**config.mk**
```make
export PLATFORM = sky130hd
export DESIGN_NAME = msie_exec
export DESIGN_NICKNAME = d
export VERILOG_FILES = /design/src/rtl/core/msie_pkg.sv /design/src/rtl/core/msie_exec.sv
export SDC_FILE = /design/constraint.sdc
export NUM_CORES = 1
export LEC_CHECK = 0
export ABC_CLOCK_PERIOD_IN_PS = 6600
export BUFFER_PORTS_ARGS = -buffer_cell sky130_fd_sc_hd__buf_2
export CELL_PAD_IN_SITES_DETAIL_PLACEMENT = 2
export CELL_PAD_IN_SITES_GLOBAL_PLACEMENT = 2
export CORE_ASPECT_RATIO = 1.5
export CORE_MARGIN = 8
export CORE_UTILIZATION = 29
export DETAILED_ROUTE_END_ITERATION = 16
export PLACE_DENSITY_LB_ADDON = 0.05
export SLEW_MARGIN = 25
export SYNTH_ARGS = -nofsm -noshare
export SYNTH_HDL_FRONTEND = slang
export SYNTH_SLANG_ARGS = --single-unit
export TNS_END_PERCENT = 20
```
**constraint.sdc**
```tcl
create_clock -name vclk -period 6.6
set_input_delay 1.32 -clock vclk [all_inputs]
set_output_delay 1.32 -clock vclk [all_outputs]
set_load 0.02 [all_outputs]
```
**src/rtl/core/msie_pkg.sv**
```systemverilog
// ----------------------------------------------------------------------------
// msie_pkg
// Shared types and constants of the MIPS subset instruction executor.
// ----------------------------------------------------------------------------
package msie_pkg;

	// item kinds carried on the input tuser
	localparam logic [1:0] FUNC_EXEC    = 2'd0;
	localparam logic [1:0] FUNC_PRELOAD = 2'd1;
	localparam logic [1:0] FUNC_READ    = 2'd2;

	// syscall request codes
	localparam logic [1:0] SYS_NONE      = 2'd0;
	localparam logic [1:0] SYS_PRINT_INT = 2'd1;
	localparam logic [1:0] SYS_PRINT_STR = 2'd2;
	localparam logic [1:0] SYS_READ_INT  = 2'd3;

	// syscall service numbers in v0
	localparam logic [31:0] SVC_PRINT_INT = 32'd1;
	localparam logic [31:0] SVC_PRINT_STR = 32'd4;
	localparam logic [31:0] SVC_READ_INT  = 32'd5;

	// opcodes
	localparam logic [5:0] OP_RTYPE = 6'h00;
	localparam logic [5:0] OP_J     = 6'h02;
	localparam logic [5:0] OP_JAL   = 6'h03;
	localparam logic [5:0] OP_BEQ   = 6'h04;
	localparam logic [5:0] OP_BNE   = 6'h05;
	localparam logic [5:0] OP_ADDI  = 6'h08;
	localparam logic [5:0] OP_ADDIU = 6'h09;
	localparam logic [5:0] OP_SLTI  = 6'h0A;
	localparam logic [5:0] OP_SLTIU = 6'h0B;
	localparam logic [5:0] OP_ANDI  = 6'h0C;
	localparam logic [5:0] OP_ORI   = 6'h0D;
	localparam logic [5:0] OP_LUI   = 6'h0F;
	localparam logic [5:0] OP_LW    = 6'h23;
	localparam logic [5:0] OP_SW    = 6'h2B;

	// r-type function codes
	localparam logic [5:0] FN_SLL     = 6'h00;
	localparam logic [5:0] FN_SRL     = 6'h02;
	localparam logic [5:0] FN_JR      = 6'h08;
	localparam logic [5:0] FN_SYSCALL = 6'h0C;
	localparam logic [5:0] FN_ADD     = 6'h20;
	localparam logic [5:0] FN_ADDU    = 6'h21;
	localparam logic [5:0] FN_SUB     = 6'h22;
	localparam logic [5:0] FN_SUBU    = 6'h23;
	localparam logic [5:0] FN_AND     = 6'h24;
	localparam logic [5:0] FN_OR      = 6'h25;
	localparam logic [5:0] FN_SLT     = 6'h2A;
	localparam logic [5:0] FN_SLTU    = 6'h2B;

	// fixed register numbers
	localparam logic [4:0] REG_ZERO = 5'd0;
	localparam logic [4:0] REG_V0   = 5'd2;
	localparam logic [4:0] REG_A0   = 5'd4;
	localparam logic [4:0] REG_RA   = 5'd31;

	// start of the data segment
	localparam logic [31:0] DATA_BASE = 32'h1000_0000;

	typedef enum logic [1:0] {
		MEM_NONE,
		MEM_LOAD,
		MEM_STORE
	} mem_op_t;

	// decoded effect of one instruction
	typedef struct packed {
		logic        wr_en;
		logic [4:0]  wr_addr;
		logic [31:0] wr_data;
		logic        unknown;
		logic        use_target;
		logic [31:0] target;
		mem_op_t     mem_op;
		logic [31:0] mem_addr;
		logic [1:0]  req;
		logic [31:0] sval;
	} exec_t;

	typedef enum logic [2:0] {
		ST_CLEAR,
		ST_RUN,
		ST_MOD,
		ST_LOAD,
		ST_STORE,
		ST_FIN
	} state_t;

endpackage

```
**src/rtl/core/msie_exec.sv**
```systemverilog
// ----------------------------------------------------------------------------
// msie_exec
// Decodes one instruction word and computes its register, branch, memory
// and syscall effects from the operand values.
// ----------------------------------------------------------------------------
module msie_exec (
	input  logic [31:0]     instr,
	input  logic [31:0]     op_a,
	input  logic [31:0]     op_b,
	input  logic [31:0]     v0,
	input  logic [31:0]     a0,
	input  logic [31:0]     pc_inc,
	input  logic [31:0]     pc_seq,
	output msie_pkg::exec_t ex
);

	logic [5:0]  op;
	logic [4:0]  rt;
	logic [4:0]  rd;
	logic [4:0]  sh;
	logic [5:0]  fn;
	logic [31:0] zimm;
	logic [31:0] simm;
	logic [31:0] wdata;
	logic [4:0]  waddr;
	logic        wen;

	// instruction fields
	assign op   = instr[31:26];
	assign rt   = instr[20:16];
	assign rd   = instr[15:11];
	assign sh   = instr[10:6];
	assign fn   = instr[5:0];
	assign zimm = {16'h0000, instr[15:0]};
	assign simm = {{16{instr[15]}}, instr[15:0]};

	// decode and execute
	always_comb begin
		wen           = 1'b0;
		waddr         = rd;
		wdata         = '0;
		ex            = '0;
		ex.mem_op     = msie_pkg::MEM_NONE;
		ex.req        = msie_pkg::SYS_NONE;
		ex.mem_addr   = op_a + simm - msie_pkg::DATA_BASE;
		ex.target     = pc_inc + simm;
		case (op)
			msie_pkg::OP_RTYPE: begin
				case (fn)
					msie_pkg::FN_ADD, msie_pkg::FN_ADDU: begin
						wen   = 1'b1;
						wdata = op_a + op_b;
					end
					msie_pkg::FN_SUB, msie_pkg::FN_SUBU: begin
						wen   = 1'b1;
						wdata = op_a - op_b;
					end
					msie_pkg::FN_AND: begin
						wen   = 1'b1;
						wdata = op_a & op_b;
					end
					msie_pkg::FN_OR: begin
						wen   = 1'b1;
						wdata = op_a | op_b;
					end
					msie_pkg::FN_SLT: begin
						wen   = 1'b1;
						wdata = {31'd0, $signed(op_a) < $signed(op_b)};
					end
					msie_pkg::FN_SLTU: begin
						wen   = 1'b1;
						wdata = {31'd0, op_a < op_b};
					end
					msie_pkg::FN_SLL: begin
						wen   = 1'b1;
						wdata = op_b << sh;
					end
					msie_pkg::FN_SRL: begin
						wen   = 1'b1;
						wdata = op_b >> sh;
					end
					msie_pkg::FN_JR: begin
						ex.use_target = 1'b1;
						ex.target     = {2'b00, op_a[31:2]};
					end
					msie_pkg::FN_SYSCALL: begin
						ex.sval = a0;
						if (v0 == msie_pkg::SVC_PRINT_INT) begin
							ex.req = msie_pkg::SYS_PRINT_INT;
						end else if (v0 == msie_pkg::SVC_PRINT_STR) begin
							ex.req = msie_pkg::SYS_PRINT_STR;
						end else if (v0 == msie_pkg::SVC_READ_INT) begin
							ex.req = msie_pkg::SYS_READ_INT;
						end else begin
							ex.unknown = 1'b1;
							ex.sval    = '0;
						end
					end
					default: ex.unknown = 1'b1;
				endcase
			end
			msie_pkg::OP_J: begin
				ex.use_target = 1'b1;
				ex.target     = {6'd0, instr[25:0]};
			end
			msie_pkg::OP_JAL: begin
				wen           = 1'b1;
				waddr         = msie_pkg::REG_RA;
				wdata         = {pc_seq[29:0], 2'b00};
				ex.use_target = 1'b1;
				ex.target     = {6'd0, instr[25:0]};
			end
			msie_pkg::OP_ADDI, msie_pkg::OP_ADDIU: begin
				wen   = 1'b1;
				waddr = rt;
				wdata = op_a + simm;
			end
			msie_pkg::OP_ANDI: begin
				wen   = 1'b1;
				waddr = rt;
				wdata = op_a & zimm;
			end
			msie_pkg::OP_ORI: begin
				wen   = 1'b1;
				waddr = rt;
				wdata = op_a | zimm;
			end
			msie_pkg::OP_SLTI: begin
				wen   = 1'b1;
				waddr = rt;
				wdata = {31'd0, $signed(op_a) < $signed(simm)};
			end
			msie_pkg::OP_SLTIU: begin
				wen   = 1'b1;
				waddr = rt;
				wdata = {31'd0, op_a < simm};
			end
			msie_pkg::OP_LUI: begin
				wen   = 1'b1;
				waddr = rt;
				wdata = {instr[15:0], 16'h0000};
			end
			msie_pkg::OP_BEQ: ex.use_target = (op_a == op_b);
			msie_pkg::OP_BNE: ex.use_target = (op_a != op_b);
			msie_pkg::OP_LW: begin
				wen       = 1'b1;
				waddr     = rt;
				ex.mem_op = msie_pkg::MEM_LOAD;
			end
			msie_pkg::OP_SW: ex.mem_op = msie_pkg::MEM_STORE;
			default: ex.unknown = 1'b1;
		endcase
		// register zero is never written
		ex.wr_en   = wen && (waddr != msie_pkg::REG_ZERO) && !ex.unknown;
		ex.wr_addr = waddr;
		ex.wr_data = wdata;
	end

endmodule

```
==> flow_summary.toml, run 1 <==
[finish]
areaGrowthSynthToFinish_pct = 20.7
design_area_um2 = 16000
seq_area_um2 = 0
multi_input_area_um2 = 12300
nFlopsAndLatches = 0
drive_gt1_share_pct = 20.8
nFillCells = 5720
nets = 2794
clkbuf_count = 0

[drt]
viasPerCell = 6.00
dr.pass1.iters = 9
final_antenna_net_count = 0
drtIter0Drc = 1018
via_count = 17600
finalWirelength_um = 86900
drc_errors = 0
wl_per_cell_um = 29.5

[sta]
setup_viol = 0
fin_tns_setup_ns = 0
rsz0062_at_grt = "no"
fin_crit_sh_pct = 96.2
slew_violations = 0
fmax_mhz = 157
fin_crit_ns = 6.35
slew_headroom_pct = 38.0
hold_violations = 0
worst_pin_slew_ns = 0.930

[setup_path]
start_kind = "input pin"
required_ns = 5.28
endpoint_kind = "primary output"
critical_path_class = "input pin to primary output"
arrival_ns = 5.03
path_max_fanout = 4

[pwr]
finalPower_w = 0.00161
leakagePower_nw = 7.75
powerDensity_nw_per_um2 = 100
ir_drop_uv = 62.4

[logic_synthesis]
ys_warn_count = 0
synth_common_cells = "nor2_1 (217), ha_1 (212), o21ai_0 (209), a21oi_1 (186), nand2_1 (161)"
synth_largest_area_cell = "ha_1"
synth_area_um2 = 13300
avgSynthCellArea_um2 = 6.55
ys_top_cells_by_area = "ha_1 (20%), o21ai_0 (7.9%), a21oi_1 (7.0%)"
synth_top_area_share_pct = 19.9
ys_seq_area_share_pct = 0
syn-num-nets = 2470
synth_cells = 2030
yosysMostFrequentCell = "nor2_1"
ys_types = 83

[clock_network]
postCtsSetupBuffers = 0
ctsHoldBuffers = 0

[die]
design.core.area_um2 = 45500
row_count = 96
die_h_um = 278
start_util_pct = 29.2
die_w_um = 191
design.die.area_um2 = 53100
num_io_pins = 364

[outcome]
outcome = "finished clean"

[job]
maxCapViolations = 0

[placement]
placed_cell_area_um2 = 16000
dp_hpwl_um = 74800
finalWeightedCongestion = 0.980
io_buffers = 362

[global_route]
grt_pass1_wl_um = 126000
grt_pass1_vias = 19300
antenna_found_initial = 8
track_usage_pct = 31.1
grt_max_degree = 89
gr-total-overflow = 0

[worst_hold_path]
min_path_type = "input pin to primary output"
[area by class of cell]
type,count,share of cell area (%)
multi-input combinational,1770,76.8
inverter,138,3.24
tap,588,4.59
antenna,3,0.0468
timing repair buffer,444,15.3
[worst max-delay path, stage by stage]
cell       delay (ns)
buf_2            0.13
ha_1             0.24
fa_1             0.42
a21o_1           0.20
nand4_1          0.11
nand3_1          0.22
o2111ai_1        0.42
nand4_1          0.24
a21boi_1         0.29
nor4_1           0.10
a2111oi_1        0.46
xnor2_1          0.28
nand3_1          0.15
xnor2_1          0.23
buf_2            0.21
[cell families after synthesis]
kind of cell               Yosys count  share of synthesized area [%]
AOI/OAI and AO/OA                  768                           37.2
adders and majority gates          216                           20.5
and+or+nand+nor                    600                           20.8
buffers and inverters              260                           7.58
muxes                               97                           8.02
xor gates and xnor gates            89                           5.86
[worst paths after layout]
path              cells after the start     start     end  slack [ns]
setup / recovery                     15  instr[0]  ex[65]        0.25
hold / removal                        3    a0[16]  ex[16]        2.97
[cell usage in the layout, fill, tap and decap left out, types with 18 or more instances in the layout]
cell,instances
buf_2,362
nor2_1,215
ha_1,212
o21ai_0,209
a21oi_1,186
nand2_1,161
inv_1,130
mux2i_1,84
buf_4,80
xnor2_1,64
a21o_1,52
and2_1,40
nor3_1,37
a22oi_1,29
nand3_1,28
o21bai_1,27
o22ai_1,26
xor2_1,25
a221oi_1,24
o211ai_1,22
nand2b_1,22
a222oi_1,21
o21a_1,18
[per-stage QoR]
step / setup slack (ns) / instances / hold WS [ns] / util, %
after floorplan: 0.122 / 2030 / 2.78 / -
after global placement: 0.249 / 2940 / 2.96 / 35.2
after detailed placement: 0.181 / 2940 / 2.97 / 35.2
after CTS: 0.163 / 2940 / 2.97 / 35.2
after global routing: 0.0363 / 2941 / 2.98 / 35.2
final: 0.249 / 2943 / 2.97 / 35.2
[power by group]
part | total (W) | switching [W] | internal, W
logic | 0.00161 | 0.00107 | 0.000540
registers | 0 | 0 | 0
clock network | 0.0000000000610 | 0 | 0.0000000000609
[timing repair]
item / 4_1_cts / 5_1_grt
endpoints found under the hold margin: 0 / 0
setup endpoints to repair: 0 / 2
gates resized for setup: 0 / 1
[routing by layer]
layer / part of all wire [%] / track usage [%] / vias to the layer above / wire (µm)
li1: - / - / 8073 / -
met1: 39 / 35.4 / 8895 / 34200
met2: 51 / 57.0 / 514 / 44400
met3: 4.5 / 3.61 / 152 / 3900
met4: 5.0 / 13.3 / 10 / 4340
met5: 0.073 / 0 / - / 63
Power figures use the tool's default switching activity.
==> run 2: changes to the inputs <==
- ABC_CLOCK_PERIOD_IN_PS: 6600 -> 6400
- clock period: 6.6 -> 6.4 ns (I/O delays scaled with it)
==> run 2 against run 1 <==
  * Non-clock buffer count is 18 higher
  * Cell count rose by 0.65%
  * Hold slack got worse by 0.080 ns
  * Global-route usage is 0.51 points higher
  * Total power grew 3.9%
  * Flip-flop and latch count unchanged
  * Critical endpoint is now ex[126]
  * Largest cell class unchanged
==> flow_summary.toml, run 2 (synthesized netlist as in run 1, its figures left out) <==
[drt]
wl_per_cell_um = 29.6
finalWirelength_um = 87800
via_count = 17700
dr.pass1.iters = 7
viasPerCell = 5.98
drtIter0Drc = 936
drc_errors = 0
final_antenna_net_count = 0

[setup_path]
required_ns = 5.12
cp_cell_sequence = "buf_2 -> inv_1 -> ha_1 -> inv_1 -> fa_1 -> nor2b_1 -> o21ai_1 -> a21oi_1 -> nor2_1 -> o211ai_1 -> a221o_1 -> a221oi_1 -> mux2i_1 -> xnor2_1 -> o21ai_0 -> buf_2"
endpoint_kind = "primary output"
max_stage_delay_ns = 0.45
cp.buffers_inverters = 4
arrival_ns = 4.91
critical_path_class = "input pin to primary output"
crit_family = "compound AO/OA/AOI/OAI gates"
path_max_fanout = 4
slowest_stage = "a221oi_1"
start_kind = "input pin"

[global_route]
grt_pass1_vias = 19800
antenna_found_initial = 8
grt_pass1_wl_um = 128000
gr-total-overflow = 0
track_usage_pct = 31.6
grt_max_degree = 61

[pwr]
powerDensity_nw_per_um2 = 103
leakagePower_nw = 7.85
ir_drop_uv = 87.5

[die]
design.core.area_um2 = 45500
start_util_pct = 29.2
row_count = 96
num_io_pins = 364
die_h_um = 278
design.die.area_um2 = 53100
die_w_um = 191

[finish]
areaGrowthSynthToFinish_pct = 22.0
design_area_um2 = 16200
clkbuf_count = 0
fin_cells = 2962
final_cell_mix = "buf_2 (362), nor2_1 (215), ha_1 (212), o21ai_0 (209), a21oi_1 (186)"
nets = 2812
fin_util_pct = 35.6
layout_commonest_cell = "buf_2"
drive_gt1_share_pct = 21.5
seq_area_um2 = 0
nFlopsAndLatches = 0

[placement]
place_inst = 2958
dp_hpwl_um = 76000
io_buffers = 362
placed_cell_area_um2 = 16200
finalWeightedCongestion = 0.972

[outcome]
outcome = "finished clean"

[sta]
slew_headroom_pct = 32.1
setup_viol = 0
worst_pin_slew_ns = 1.02
fin_tns_setup_ns = 0
fin_crit_ns = 6.19
fmax_mhz = 162
rsz0062_at_grt = "no"
slew_violations = 0
hold_violations = 0
fin_crit_sh_pct = 96.7

[worst_hold_path]
hold_start = "a0[20]"
holdPathEnd = "ex[20]"
min_path_type = "input pin to primary output"
holdPathStages = 3

[clock_network]
ctsHoldBuffers = 0

[job]
maxCapViolations = 0
-- run 2: cell count changes in the layout (fill, tap and decap cells not counted), sizes merged --
cell	delta
buf	+18
diode	+1
-- run 2: final cells by class --
type                       instances  area, µm²
inverter                         138        520
antenna                            4       10.0
timing repair buffer             462       2630
tap                              588        736
multi-input combinational       1770      12300
fill                            5716      29300
-- run 2: per-stage QoR --
stage          hold WS [ns]  worst slack [ns]  power [W]
2_1_floorplan          2.70           0.00232   0.000972
3_3_place_gp           2.88             0.261    0.00162
4_1_cts                2.89             0.156    0.00166
3_5_place_dp           2.89             0.173    0.00165
6_report               2.89             0.214    0.00167
5_1_grt                2.90            0.0187    0.00179
-- run 2: worst max path at each step --
stage / depth (start not counted) / startpoint / end
floorplan: 17 / instr[9] / ex[64]
global placement: 15 / instr[0] / ex[64]
detailed placement: 15 / op_a[3] / ex[132]
CTS: 15 / op_a[3] / ex[132]
global route: 16 / op_a[0] / ex[126]
finish: 16 / op_a[0] / ex[126]
-- run 2: layer usage --
metal  GRT usage [%]  up-vias  share of wire [%]
met5               0        -              0.064
met4            15.2       10                5.6
met3            3.71      173                5.0
met2            57.5      592                 50
met1            35.7     8812                 39
li1                -     8122                  -
-- run 2: report_power, final --
| group | internal, W | switching [W] |
|---|---|---|
| clock | 0.0000000000677 | 0 |
| combinational | 0.000569 | 0.00110 |
| sequential | 0 | 0 |
| total | 0.000569 | 0.00110 |
-- run 2: what timing repair did --
item / CTS / global route
resized for setup: 0 / 2
buffers inserted: 0 / 0
endpoints found under the setup margin: 0 / 2
