<file path="src/rtl/core/msie_mod.sv">
// ----------------------------------------------------------------------------
// msie_mod
// Reduces a 32-bit value modulo a constant: a mask for a power of two,
// otherwise a reciprocal multiplication followed by one correction step.
// ----------------------------------------------------------------------------
module msie_mod #(
	parameter int MOD = 65536
) (
	input  logic                   clk,
	input  logic                   arst_n,
	input  logic                   start,
	input  logic [31:0]            value,
	output logic                   done,
	output logic [$clog2(MOD)-1:0] result
);

	localparam int MW = $clog2(MOD);
	localparam bit POW2 = ((MOD & (MOD - 1)) == 0);

	generate
		if (POW2) begin : g_mask
			logic            done_q;
			logic [MW-1:0]   res_q;

			// low bits are the remainder
			always_ff @(posedge clk or negedge arst_n) begin
				if (!arst_n) begin
					done_q <= 1'b0;
				end else begin
					done_q <= start;
				end
			end

			always_ff @(posedge clk) begin
				if (start) begin
					res_q <= value[MW-1:0];
				end
			end

			assign done   = done_q;
			assign result = res_q;
		end else begin : g_recip
			// floor(2^32 / MOD): the estimate is the quotient or one below it
			localparam logic [31:0] RECIP = 32'((64'd1 << 32) / 64'(MOD));

			logic          done1_q;
			logic          done_q;
			logic [31:0]   val_q;
			logic [31:0]   quo_q;
			logic [MW-1:0] rem_q;
			logic [31:0]   quo;
			logic [31:0]   rem_est;

			// quotient estimate from the high half of the reciprocal product
			assign quo = 32'(({32'd0, value} * {32'd0, RECIP}) >> 32);

			// remainder estimate, below twice the modulus
			assign rem_est = val_q - quo_q * 32'(MOD);

			always_ff @(posedge clk or negedge arst_n) begin
				if (!arst_n) begin
					done1_q <= 1'b0;
					done_q  <= 1'b0;
				end else begin
					done1_q <= start;
					done_q  <= done1_q;
				end
			end

			always_ff @(posedge clk) begin
				if (start) begin
					val_q <= value;
					quo_q <= quo;
				end
				// one correction step
				if (done1_q) begin
					if (rem_est >= 32'(MOD)) begin
						rem_q <= MW'(rem_est - 32'(MOD));
					end else begin
						rem_q <= rem_est[MW-1:0];
					end
				end
			end

			assign done   = done_q;
			assign result = rem_q;
		end
	endgenerate

endmodule

</file>
<file path="config.mk">
export PLATFORM = sky130hd
export DESIGN_NAME = msie_mod
export DESIGN_NICKNAME = d
export VERILOG_FILES = /design/src/rtl/core/msie_mod.sv
export SDC_FILE = /design/constraint.sdc
export NUM_CORES = 1
export LEC_CHECK = 0
export ABC_AREA = 0
export BUFFER_PORTS_ARGS = -buffer_cell sky130_fd_sc_hd__buf_2
export CAP_MARGIN = 30
export CORE_MARGIN = 10
export CORE_UTILIZATION = 29
export CTS_BUF_LIST = sky130_fd_sc_hd__clkbuf_16
export DETAILED_ROUTE_END_ITERATION = 12
export GPL_TIMING_DRIVEN = 0
export MAX_ROUTING_LAYER = met4
export PLACE_DENSITY = 0.74
export SLEW_MARGIN = 10
export SYNTH_ARGS = -nofsm -noshare
export SYNTH_HDL_FRONTEND = slang
export SYNTH_SLANG_ARGS = --single-unit
</file>
<file path="constraint.sdc">
create_clock -name clk -period 0.8 [get_ports clk]
set_clock_uncertainty 0.15 [all_clocks]
set_input_delay 0.16 -clock clk [delete_from_list [all_inputs] [get_ports clk]]
set_output_delay 0.16 -clock clk [all_outputs]
set_load 0.01 [all_outputs]
</file>
==> impl_summary.md, run 1 <==
Placed design
Counting tap cells, the placed design contains a total of 69 instances. The number of port buffers is 35. The minimum setup slack after placement is -179 ps. The final weighted congestion in routability-driven placement is 0.713.

CTS
CTS built an H-tree with a depth of 1. The number of gates resized after CTS was 0. The total number of clock tree sinks is 17.

After clock tree synthesis, the flow added hold-fix buffers numbering 1. The clock tree root buffer cell is sky130_fd_sc_hd__clkbuf_16. Buffers inserted during clock tree synthesis total 3. The clock passes through at most 2 buffers. The clock-pin slew reported for the worst setup and hold paths after clock tree synthesis is 50 ps. The clock tree from TritonCTS is yes. Buffers added to address setup during post-CTS repair amount to 0.

Logic synthesis
After synthesis, the cell types taking the most area are sky130_fd_sc_hd__edfxtp_1 (95%), sky130_fd_sc_hd__dfrtp_1 (5.0%). Synthesis instantiated 2 different standard cells from the library. The largest total area in the synthesized netlist belongs to sky130_fd_sc_hd__edfxtp_1.

Counting every net in the synthesized netlist gives 52. After synthesis the cells add up to 505 um^2. The sequential area share after synthesis is 1.00.

The synthesized design contains 17 register bits. Of the post-synthesis cell area, the dominant cell type holds 0.950. After technology mapping, the gate count stands at 17. The synthesized area per cell is 29.7 um^2. The count of yosys warnings during synthesis is 0.

Layout
The number of multi-input combinational cells is 0. The most common library cell in the layout ignoring fill and taps is sky130_fd_sc_hd__buf_2. Relative to the synthesized area, the layout overhead comes to 56.4%. Summing all multi-input logic gate instances after layout gives 0 um^2. At the end of the flow, the number of nets in the layout was 93. The top cell types in the final layout, fill and taps aside, are sky130_fd_sc_hd__buf_2 (35), sky130_fd_sc_hd__edfxtp_1 (16), sky130_fd_sc_hd__clkbuf_16 (3). 0 antenna diodes ended up in the layout.

The post-route non-filler standard cell count is 74. The post-layout utilization of the core is 0.468. In the final layout, the share of cells above drive strength 1 is 0.667.

Global routing
The largest net degree at the start of global routing is 18. For this run the aggregate overflow at the end of global routing stands at 0. The global routing usage summed across all routing layers is 0.0619. The initial antenna violation count is 0. The number of global-route vias before repair was 361. The global-route wire length before repair is 1570 um.

Timing
The clock period minus final worst setup slack is 1060 ps. Adding up every negative setup slack in the final design gives -4180 ps. Setup repair after global routing could not meet its margin everywhere. The number of hold violations in the final report is 16. At the pin with the least slew margin, the transition time is 355 ps.

Across all setup checks in the final design, the least slack found is -263 ps. The maximum achievable frequency is 941 MHz. Setup violations remaining at the end of the flow were counted as 17.

The max-slew violation count is 0. The relative slew slack is 0.763. The worst hold slack across all endpoints is -58.2 ps. In the finished design, the share of the clock period the worst path needs comes to 1.33.

Setup path
The setup path with the least slack is of type flip-flop to primary output. Among all stages on the critical path, the largest delay is contributed by sky130_fd_sc_hd__edfxtp_1. The number of buffer and inverter stages on the critical path is 1. The kind of cell adding the most delay to the critical path is flip-flops.

STA classifies the critical path startpoint as a flip-flop. For the worst setup path, the data required time is 490 ps. The critical path's largest stage delay is 360 ps.

Of all nets on the critical path, the largest fanout is 1. The sort of element at the end of the critical path is a primary output. The signal on the critical path passes through buf_2. At the worst endpoint, the arrival time is 750 ps.

Floorplan
The die is 61.8 um wide. After floorplanning, the core was divided into 15 placement rows. Pin placement for this block handled 52 I/O pins. The standard cell core area is 1690 um^2.

The height of the die is 61.8 um. The die covers 3810 um^2. The initial utilization of the core area, before any placement, comes to 0.299.

Routing
After detailed routing, the average wire length per cell comes to 16.1 um. The detailed router finished its first iteration with 6 violations. The number of detailed-route iterations in the first pass is 2. The via total after detailed routing is 314. The count of unresolved DRC violations after routing is 0. The per-cell via count in the routed design is 4.24. Summed over all layers, the routed wires come to 1190 um. The number of routed nets with antenna violations is 0.

Min path
The critical hold path startpoint is value[11]. The instance count along the most critical hold path is 1. The worst hold path belongs to the class primary input to flip-flop. The path with the worst hold slack has its endpoint at result[11]$_DFFE_PP_.

Power
The total power draw is 2.17 mW. The worst-case IR drop observed on VDD is 0.00118 V. In this run the static leakage power is 0.352 nW. Power spread over the standard cell area amounts to 2750 nW/um^2.

Status
The flow ran to the end, but the final reports show violations. The final reports fail on hold timing, setup timing.

Run
The number of max-cap violations is 0.
-- routing by layer --
layer	vias to the layer above	share of wire	wire length (um)	track usage
met4	0	0.023	27	0.0573
met1	148	0.28	339	0.0451
met5	-	0	0	-
met2	15	0.58	694	0.113
met3	2	0.11	131	0.0224
li1	149	-	-	-
-- worst max path at each step --
stage | cells past startpoint | startpoint | to | slack [ps]
final | 1 | result[5]$_DFFE_PP_ | result[5] | -260
after global routing | 1 | result[5]$_DFFE_PP_ | result[5] | -310
after CTS | 1 | result[5]$_DFFE_PP_ | result[5] | -290
after detailed placement | 1 | start | result[0]$_DFFE_PP_ | -180
after global placement | 1 | start | result[6]$_DFFE_PP_ | -160
after floorplan | 0 | result[0]$_DFFE_PP_ | result[0] | 100
-- layout make-up --
type | instances | area, um^2
flip-flops and latches | 17 | 505
fillers | 158 | 898
clock inverters | 1 | 3.75
well taps | 17 | 21.3
clock buffers | 3 | 75.1
repair buffers | 36 | 185
-- synthesized netlist by cell type --
library cell               instances
sky130_fd_sc_hd__dfrtp_1           1
sky130_fd_sc_hd__edfxtp_1         16
-- what timing repair did --
action	in CTS	in global routing
setup endpoints to repair	17	17
endpoints found under the hold margin	17	16
cloned	0	0
-- where the power goes --
group	total, mW	internal [mW]	switching, mW
registers	1.07	1.05	0.0145
clock network	0.940	0.660	0.280
logic	0.165	0.0766	0.0881
-- sequential cells by signal, summed over array words and instances, names as in the netlist --
signal	flops
done	1
result	16
-- logic make-up after synthesis --
group  share of synthesized area
DFF                         1.00
-- per-stage QoR --
stage / hold WS (ps) / instance area, um^2
after floorplan: -286 / 505
after global placement: -215 / 702
after detailed placement: -214 / 702
after CTS: -61.7 / 791
after global routing: -63.4 / 791
final: -58.2 / 791
(Power assumes the default switching activity.)
==> inputs of run 2 (changes only) <==
--- a/config.mk
+++ b/config.mk
@@ -6,7 +6,7 @@
 export NUM_CORES = 1
 export LEC_CHECK = 0
 export ABC_AREA = 0
-export BUFFER_PORTS_ARGS = -buffer_cell sky130_fd_sc_hd__buf_2
+export BUFFER_PORTS_ARGS = -buffer_cell sky130_fd_sc_hd__buf_4
 export CAP_MARGIN = 30
 export CORE_MARGIN = 10
 export CORE_UTILIZATION = 29
==> constraint.sdc (replaced) <==
create_clock -name clk -period 0.8 [get_ports clk]
set_clock_uncertainty 0.15 [all_clocks]
set_input_delay 0.08 -clock clk [delete_from_list [all_inputs] [get_ports clk]]
set_output_delay 0.08 -clock clk [all_outputs]
set_load 0.01 [all_outputs]
==> run 2 against run 1 <==
The flow still finishes with violations (hold timing, setup timing). Worst hold slack worse by 78 ps. Die area stayed put. Cell count is the same. First-iteration DRC count shrank 50%. Maximum frequency increased by 6.7%. Clock-buffer cell count is the same. Wire length is 3.2% higher. Critical path depth stayed put. Flip-flop and latch count unchanged. Final area rose by 19%. Sequential power about the same. Critical path type unchanged. Highest routed layer is now met3.
==> impl_summary.md, run 2 (synthesis results as in run 1) <==
Placed design
The number of port buffers is 35 (unchanged). The minimum setup slack after placement came to 30.3 ps (was -179 ps). The final weighted congestion in routability-driven placement is 0.719 (was 0.713). The number of placed instances with taps included came to 69 (unchanged).

Floorplan
The placement row count is 15 (unchanged). The standard cell core area is 1690 um^2 (unchanged). The area of the die is 3810 um^2 (unchanged). The die span in x came to 61.8 um (unchanged). The height of the die is 61.8 um (unchanged). The starting density of the core is 0.299 (unchanged).

The total I/O pin count is 52 (unchanged).

Global routing
The number of global-route vias before repair is 355 (was 361). The initial antenna violation count was 0 (unchanged). The largest net degree at the start of global routing is 18 (unchanged). The global routing usage summed across all routing layers is 0.0596 (was 0.0619). The global-route wire length before repair is 1620 um (was 1570 um). The overflow left after global routing is 0 (unchanged).

Setup path
The sort of element at the end of the critical path is a primary output (unchanged). The required arrival time at the worst endpoint is 570 ps (was 490 ps). The start-to-end type of the worst setup path is flip-flop to primary output (unchanged). The standard cell with the maximum stage delay on the critical path was sky130_fd_sc_hd__edfxtp_1 (unchanged). The number of buffer and inverter stages on the critical path is 1 (unchanged).

The maximum fanout along the worst path is 1 (unchanged). The critical path's largest stage delay is 390 ps (was 360 ps). CP Cell Sequence: buf_6 (was buf_2). The kind of cell adding the most delay to the critical path is flip-flops (unchanged). The arrival time of the worst setup path came to 770 ps (was 750 ps). The kind of start point of the critical path is a flip-flop (unchanged).

Timing
The number of hold violations in the final report came to 18 (was 16). The period utilization is 1.25 (was 1.33). Unrepaired setup endpoints after global routing: true (unchanged). The least setup slack across all paths after layout was -196 ps (was -263 ps).

The maximum achievable frequency is 1000 MHz (was 941 MHz). The worst hold slack across all endpoints was -137 ps (was -58.2 ps). The max-slew violation count is 0 (unchanged).

The total negative slack for setup checks is -3000 ps (was -4180 ps). The transition time at the pin with the least slew margin is 208 ps (was 355 ps). The clock period minus final worst setup slack is 996 ps (was 1060 ps).

The final setup violation count is 17 (unchanged). The relative slew slack is 0.861 (was 0.763).

Power
The switching power share of the total is 0.178 (was 0.176). The fraction of power consumed by the clock network is 0.416 (was 0.433). The total power draw is 2.30 mW (was 2.17 mW). The cell-internal power was 1.89 mW (was 1.79 mW).

The maximum vdd ir drop is 0.00139 V (was 0.00118 V). The cell leakage power was 0.403 nW (was 0.352 nW). The net switching power was 0.410 mW (was 0.383 mW). The combinational fraction of design power was 0.113 (was 0.076).

The sequential power share was 0.471 (was 0.491). The ratio of total power to cell area was 2450 nW/um^2 (was 2750 nW/um^2).

Routing
The count of unresolved DRC violations after routing is 0 (unchanged). The number of detailed-route iterations in the first pass is 3 (was 2). The via total after detailed routing is 308 (was 314).

The per-cell via count in the routed design was 4.16 (was 4.24). The number of routed nets with antenna violations is 0 (unchanged). The DRC violation total after the first TritonRoute iteration came to 3 (was 6). The total length of routed wires came to 1230 um (was 1190 um).

The detailed-route wire length per cell was 16.6 um (was 16.1 um).

Layout
The most common library cell in the layout ignoring fill and taps is sky130_fd_sc_hd__buf_4 (was sky130_fd_sc_hd__buf_2). The number of flip-flops in the largest register came to 16 (unchanged). The layout-stage area growth over the synthesis result is 85.6% (was 56.4%). The number of multi-input combinational cells came to 0 (unchanged).

The post-route non-filler standard cell count is 74 (unchanged). The register area is 505 um^2 (unchanged). The number of filler instances in the final layout was 133 (was 158). The count of inserted antenna diode cells is 0 (unchanged). The total number of nets in the final design came to 93 (unchanged). Most frequent cells in the layout: sky130_fd_sc_hd__buf_4 (19), sky130_fd_sc_hd__buf_6 (16), sky130_fd_sc_hd__edfxtp_1 (16) (was sky130_fd_sc_hd__buf_2 (35), sky130_fd_sc_hd__edfxtp_1 (16), sky130_fd_sc_hd__clkbuf_16 (3)). The share of cells above drive strength 1 is 0.667 (unchanged). The area taken by multi-input logic gates was 0 um^2 (unchanged).

CTS
The clock tree from TritonCTS was yes (unchanged). The clock tree buffer depth is 2 (unchanged). The clock tree root buffer cell is sky130_fd_sc_hd__clkbuf_16 (unchanged). The deepest level of the CTS H-tree is 1 (unchanged). The count of hold buffers inserted by post-cts repair is 1 (unchanged). The clock-pin slew reported for the worst setup and hold paths after clock tree synthesis is 50 ps (about the same). The number of buffers created by CTS is 3 (unchanged). The post-CTS setup buffer count came to 0 (unchanged). The total number of clock tree sinks is 17 (unchanged).

Run
The number of max-cap violations is 0 (unchanged).

Status
Outcome: complete, but fails checks (unchanged). Violations in the final reports: hold timing, setup timing (unchanged).

Min path
The worst min-delay path class is primary input to flip-flop (unchanged).
run 2: cell count changes in the layout (fill, tap and decap cells not counted):
cell	before	now
sky130_fd_sc_hd__buf_4	0	19
sky130_fd_sc_hd__buf_6	0	16
sky130_fd_sc_hd__buf_2	35	0
run 2: repair_timing:
item | 4_1_cts | 5_1_grt
hold endpoints to repair | 18 | 17
endpoints found under the setup margin | 17 | 17
gates resized for setup | 10 | 6
pin swaps | 0 | 0
run 2: worst paths after layout:
| check | start | end | cells past startpoint |
|---|---|---|---|
| worst max-delay path | result[4]$_DFFE_PP_ | result[4] | 1 |
| worst min-delay path | value[6] | result[6]$_DFFE_PP_ | 1 |
| max in group asynchronous | arst_n | done$_DFF_PN0_ | 2 |
| min in group asynchronous | arst_n | done$_DFF_PN0_ | 2 |
run 2: layout make-up:
cell class / instances / area share
timing repair buffer: 36 / 0.355
clock buffer: 3 / 0.0800
tap: 17 / 0.0227
clock inverter: 1 / 0.00400
sequential: 17 / 0.539
run 2: metrics by stage:
stage           util  area [um^2]
2_1_floorplan      -          505
3_3_place_gp   0.467          790
3_5_place_dp   0.467          790
4_1_cts        0.542          916
5_1_grt        0.556          938
6_report       0.556          938
run 2: metal layers:
metal  GRT usage  share of wire  vias up
met2       0.113           0.59       13
li1            -              -      147
met4      0.0382              0        0
met5           -              0        -
met1      0.0508           0.31      148
met3      0.0142          0.092        0
run 2: power by group through the flow:
| stage | clock (mW) | sequential, mW | combinational [mW] |
|---|---|---|---|
| after floorplan | 0 | 1.12 | 0 |
| after global placement | 0 | 1.08 | 0.221 |
| after detailed placement | 0 | 1.09 | 0.225 |
| after CTS | 0.969 | 1.08 | 0.251 |
| after global routing | 0.995 | 1.09 | 0.273 |
| final | 0.954 | 1.08 | 0.260 |
==> inputs of run 3 (changes only) <==
--- a/config.mk
+++ b/config.mk
@@ -5,16 +5,15 @@
 export SDC_FILE = /design/constraint.sdc
 export NUM_CORES = 1
 export LEC_CHECK = 0
-export ABC_AREA = 0
+export ABC_AREA = 1
 export BUFFER_PORTS_ARGS = -buffer_cell sky130_fd_sc_hd__buf_4
 export CAP_MARGIN = 30
-export CORE_MARGIN = 10
 export CORE_UTILIZATION = 29
 export CTS_BUF_LIST = sky130_fd_sc_hd__clkbuf_16
 export DETAILED_ROUTE_END_ITERATION = 12
 export GPL_TIMING_DRIVEN = 0
 export MAX_ROUTING_LAYER = met4
-export PLACE_DENSITY = 0.74
+export PLACE_DENSITY = 0.71
 export SLEW_MARGIN = 10
 export SYNTH_ARGS = -nofsm -noshare
 export SYNTH_HDL_FRONTEND = slang
==> run 3 against run 2 <==
The run ends with DRC, hold timing, setup timing left. Core utilization increased by 4.3 points. Non-clock buffer count unchanged. Clock-buffer cell count unchanged. Setup slack improved by 12 ps. Total power decreased by 1.3%. Clock power decreased by 2.3%. Flip-flop and latch count unchanged. Sequential power about the same. Largest power group unchanged. Maximum frequency increased by 1.2%. Combinational power decreased by 3%. Highest routed layer is now met4.
==> impl_summary.md, run 3 (synthesis results as in run 1) <==
Status
Outcome: complete, but fails checks (unchanged). Violations in the final reports: DRC, hold timing, setup timing (was hold timing, setup timing).

Timing
The least setup slack across all paths after layout came to -184 ps (was -196 ps). The relative slew slack came to 0.867 (was 0.861). The final setup violation count is 17 (unchanged). The clock period minus final worst setup slack is 984 ps (was 996 ps).

The maximum achievable frequency is 1020 MHz (was 1000 MHz). The total negative slack for setup checks is -2900 ps (was -3000 ps). The transition time at the pin with the least slew margin is 200 ps (was 208 ps). Unrepaired setup endpoints after global routing: true (unchanged). The period utilization is 1.23 (was 1.25). The worst hold slack across all endpoints came to -135 ps (was -137 ps). The max-slew violation count is 0 (unchanged).

The number of hold violations in the final report is 17 (was 18).

CTS
The count of hold buffers inserted by post-cts repair was 1 (unchanged). The clock tree buffer depth is 2 (unchanged). The clock tree from TritonCTS is yes (unchanged). The clock tree root buffer cell is sky130_fd_sc_hd__clkbuf_16 (unchanged).

The number of buffers created by CTS was 3 (unchanged). The total number of clock tree sinks is 17 (unchanged). The post-CTS setup buffer count is 0 (unchanged). The deepest level of the CTS H-tree is 1 (unchanged). The clock-pin slew reported for the worst setup and hold paths after clock tree synthesis is 50 ps (about the same).

Layout
The count of inserted antenna diode cells is 0 (unchanged). Most frequent cells in the layout: sky130_fd_sc_hd__buf_4 (20), sky130_fd_sc_hd__edfxtp_1 (16), sky130_fd_sc_hd__buf_6 (15) (was sky130_fd_sc_hd__buf_4 (19), sky130_fd_sc_hd__buf_6 (16), sky130_fd_sc_hd__edfxtp_1 (16)). The number of multi-input combinational cells came to 0 (unchanged).

The register area is 505 um^2 (unchanged). The layout-stage area growth over the synthesis result is 84.7% (was 85.6%). The most common library cell in the layout ignoring fill and taps was sky130_fd_sc_hd__buf_4 (unchanged).

The number of filler instances in the final layout is 114 (was 133). The number of flip-flops in the largest register is 16 (unchanged). The cell area after layout came to 933 um^2 (was 938 um^2).

The total number of nets in the final design was 93 (unchanged). The area taken by multi-input logic gates is 0 um^2 (unchanged). The share of cells above drive strength 1 is 0.667 (unchanged). The post-layout utilization of the core is 0.599 (was 0.556).

Setup path
The logic depth of the worst path, buffers included is 1 (unchanged). The number of buffer and inverter stages on the critical path came to 1 (unchanged). The standard cell with the maximum stage delay on the critical path is sky130_fd_sc_hd__edfxtp_1 (unchanged).

The kind of start point of the critical path is a flip-flop (unchanged). The required arrival time at the worst endpoint is 570 ps (about the same). The critical path's largest stage delay was 380 ps (was 390 ps). CP Cell Sequence: buf_6 (unchanged).

The start-to-end type of the worst setup path is flip-flop to primary output (unchanged). The arrival time of the worst setup path is 750 ps (was 770 ps). The sort of element at the end of the critical path is a primary output (unchanged).

The worst setup path startpoint is result[15]$_DFFE_PP_ (was result[4]$_DFFE_PP_). The kind of cell adding the most delay to the critical path is flip-flops (unchanged). The maximum fanout along the worst path was 1 (unchanged).

Floorplan
The die span in x is 43.8 um (was 61.8 um). The total I/O pin count is 52 (unchanged). The starting density of the core came to 0.324 (was 0.299). The standard cell core area is 1560 um^2 (was 1690 um^2). The placement row count is 14 (was 15). The height of the die is 43.8 um (was 61.8 um). The area of the die came to 1910 um^2 (was 3810 um^2).

Placed design
The minimum setup slack after placement is 31.6 ps (was 30.3 ps). The final weighted congestion in routability-driven placement is 0.637 (was 0.719). The number of port buffers came to 35 (unchanged). The total placed instance area was 788 um^2 (was 790 um^2).

Routing
The DRC violation total after the first TritonRoute iteration is 6 (was 3). The number of detailed-route iterations in the first pass is 7 (was 3). The per-cell via count in the routed design is 4.16 (about the same). The total length of routed wires was 823 um (was 1230 um). The via total after detailed routing was 304 (was 308).

The number of routed nets with antenna violations came to 0 (unchanged). The detailed-route wire length per cell came to 11.3 um (was 16.6 um). The count of unresolved DRC violations after routing is 4 (was 0).

Power
The total power draw is 2.27 mW (was 2.30 mW). The maximum vdd ir drop is 0.00133 V (was 0.00139 V). The ratio of total power to cell area was 2430 nW/um^2 (was 2450 nW/um^2).

The cell leakage power is 0.402 nW (was 0.403 nW).

Global routing
The number of global-route vias before repair is 311 (was 355). The global routing usage summed across all routing layers is 0.0984 (was 0.0596). The met1 track demand over resource in global routing is 0.0854 (was 0.0508). The overflow left after global routing is 0 (unchanged). The initial antenna violation count is 0 (unchanged).

The largest net degree at the start of global routing is 18 (unchanged). The busiest layer in global routing is met2 (unchanged). The met2 capacity usage during global routing came to 0.176 (was 0.113). The global-route wire length before repair came to 1220 um (was 1620 um). The met3 layer usage reported by global route was 0.0375 (was 0.0142).

Min path
The worst min-delay path class is primary input to flip-flop (unchanged). The critical hold path startpoint is value[12] (was value[6]). The hold path endpoint was result[12]$_DFFE_PP_ (was result[6]$_DFFE_PP_). The instance count along the most critical hold path is 1 (unchanged).

Run
The number of max-cap violations is 0 (unchanged).
-- run 3: cell count changes in the layout (fill, tap and decap cells not counted) --
cell,before,now
sky130_fd_sc_hd__buf_4,19,20
sky130_fd_sc_hd__buf_6,16,15
-- run 3: cell type report --
| class | instances | area share |
|---|---|---|
| clock buffer | 3 | 0.0804 |
| clock inverter | 1 | 0.00402 |
| sequential | 17 | 0.542 |
| tap | 16 | 0.0214 |
| timing repair buffer | 36 | 0.353 |
-- run 3: timing repair --
item | CTS | global route
resized for setup | 7 | 8
hold endpoints to repair | 18 | 17
endpoints found under the setup margin | 17 | 17
cloned | 0 | 0
pin swaps | 0 | 0
-- run 3: metrics by stage --
step                cells  hold WS (ps)
floorplan              17          -366
global placement       68          -295
detailed placement     68          -294
CTS                    73          -139
global route           73          -142
finish                 73          -135
-- run 3: how the worst max path moves through the flow --
stage and end:
4_1_cts result[15], 5_1_grt result[7], 3_5_place_dp result[15]$_DFFE_PP_, 3_3_place_gp result[0]$_DFFE_PP_
2_1_floorplan result[0], 6_report result[15]
-- run 3: per-layer routing --
layer	part of all wire	vias up
met5	0	-
met4	0.0049	0
met3	0.13	2
met2	0.50	28
met1	0.36	128
li1	-	146
-- run 3: report_power, final --
part	switching [mW]	internal, mW	total [mW]
logic	0.0840	0.168	0.252
clock network	0.273	0.659	0.932
registers	0.0265	1.05	1.08
total	0.384	1.88	2.27
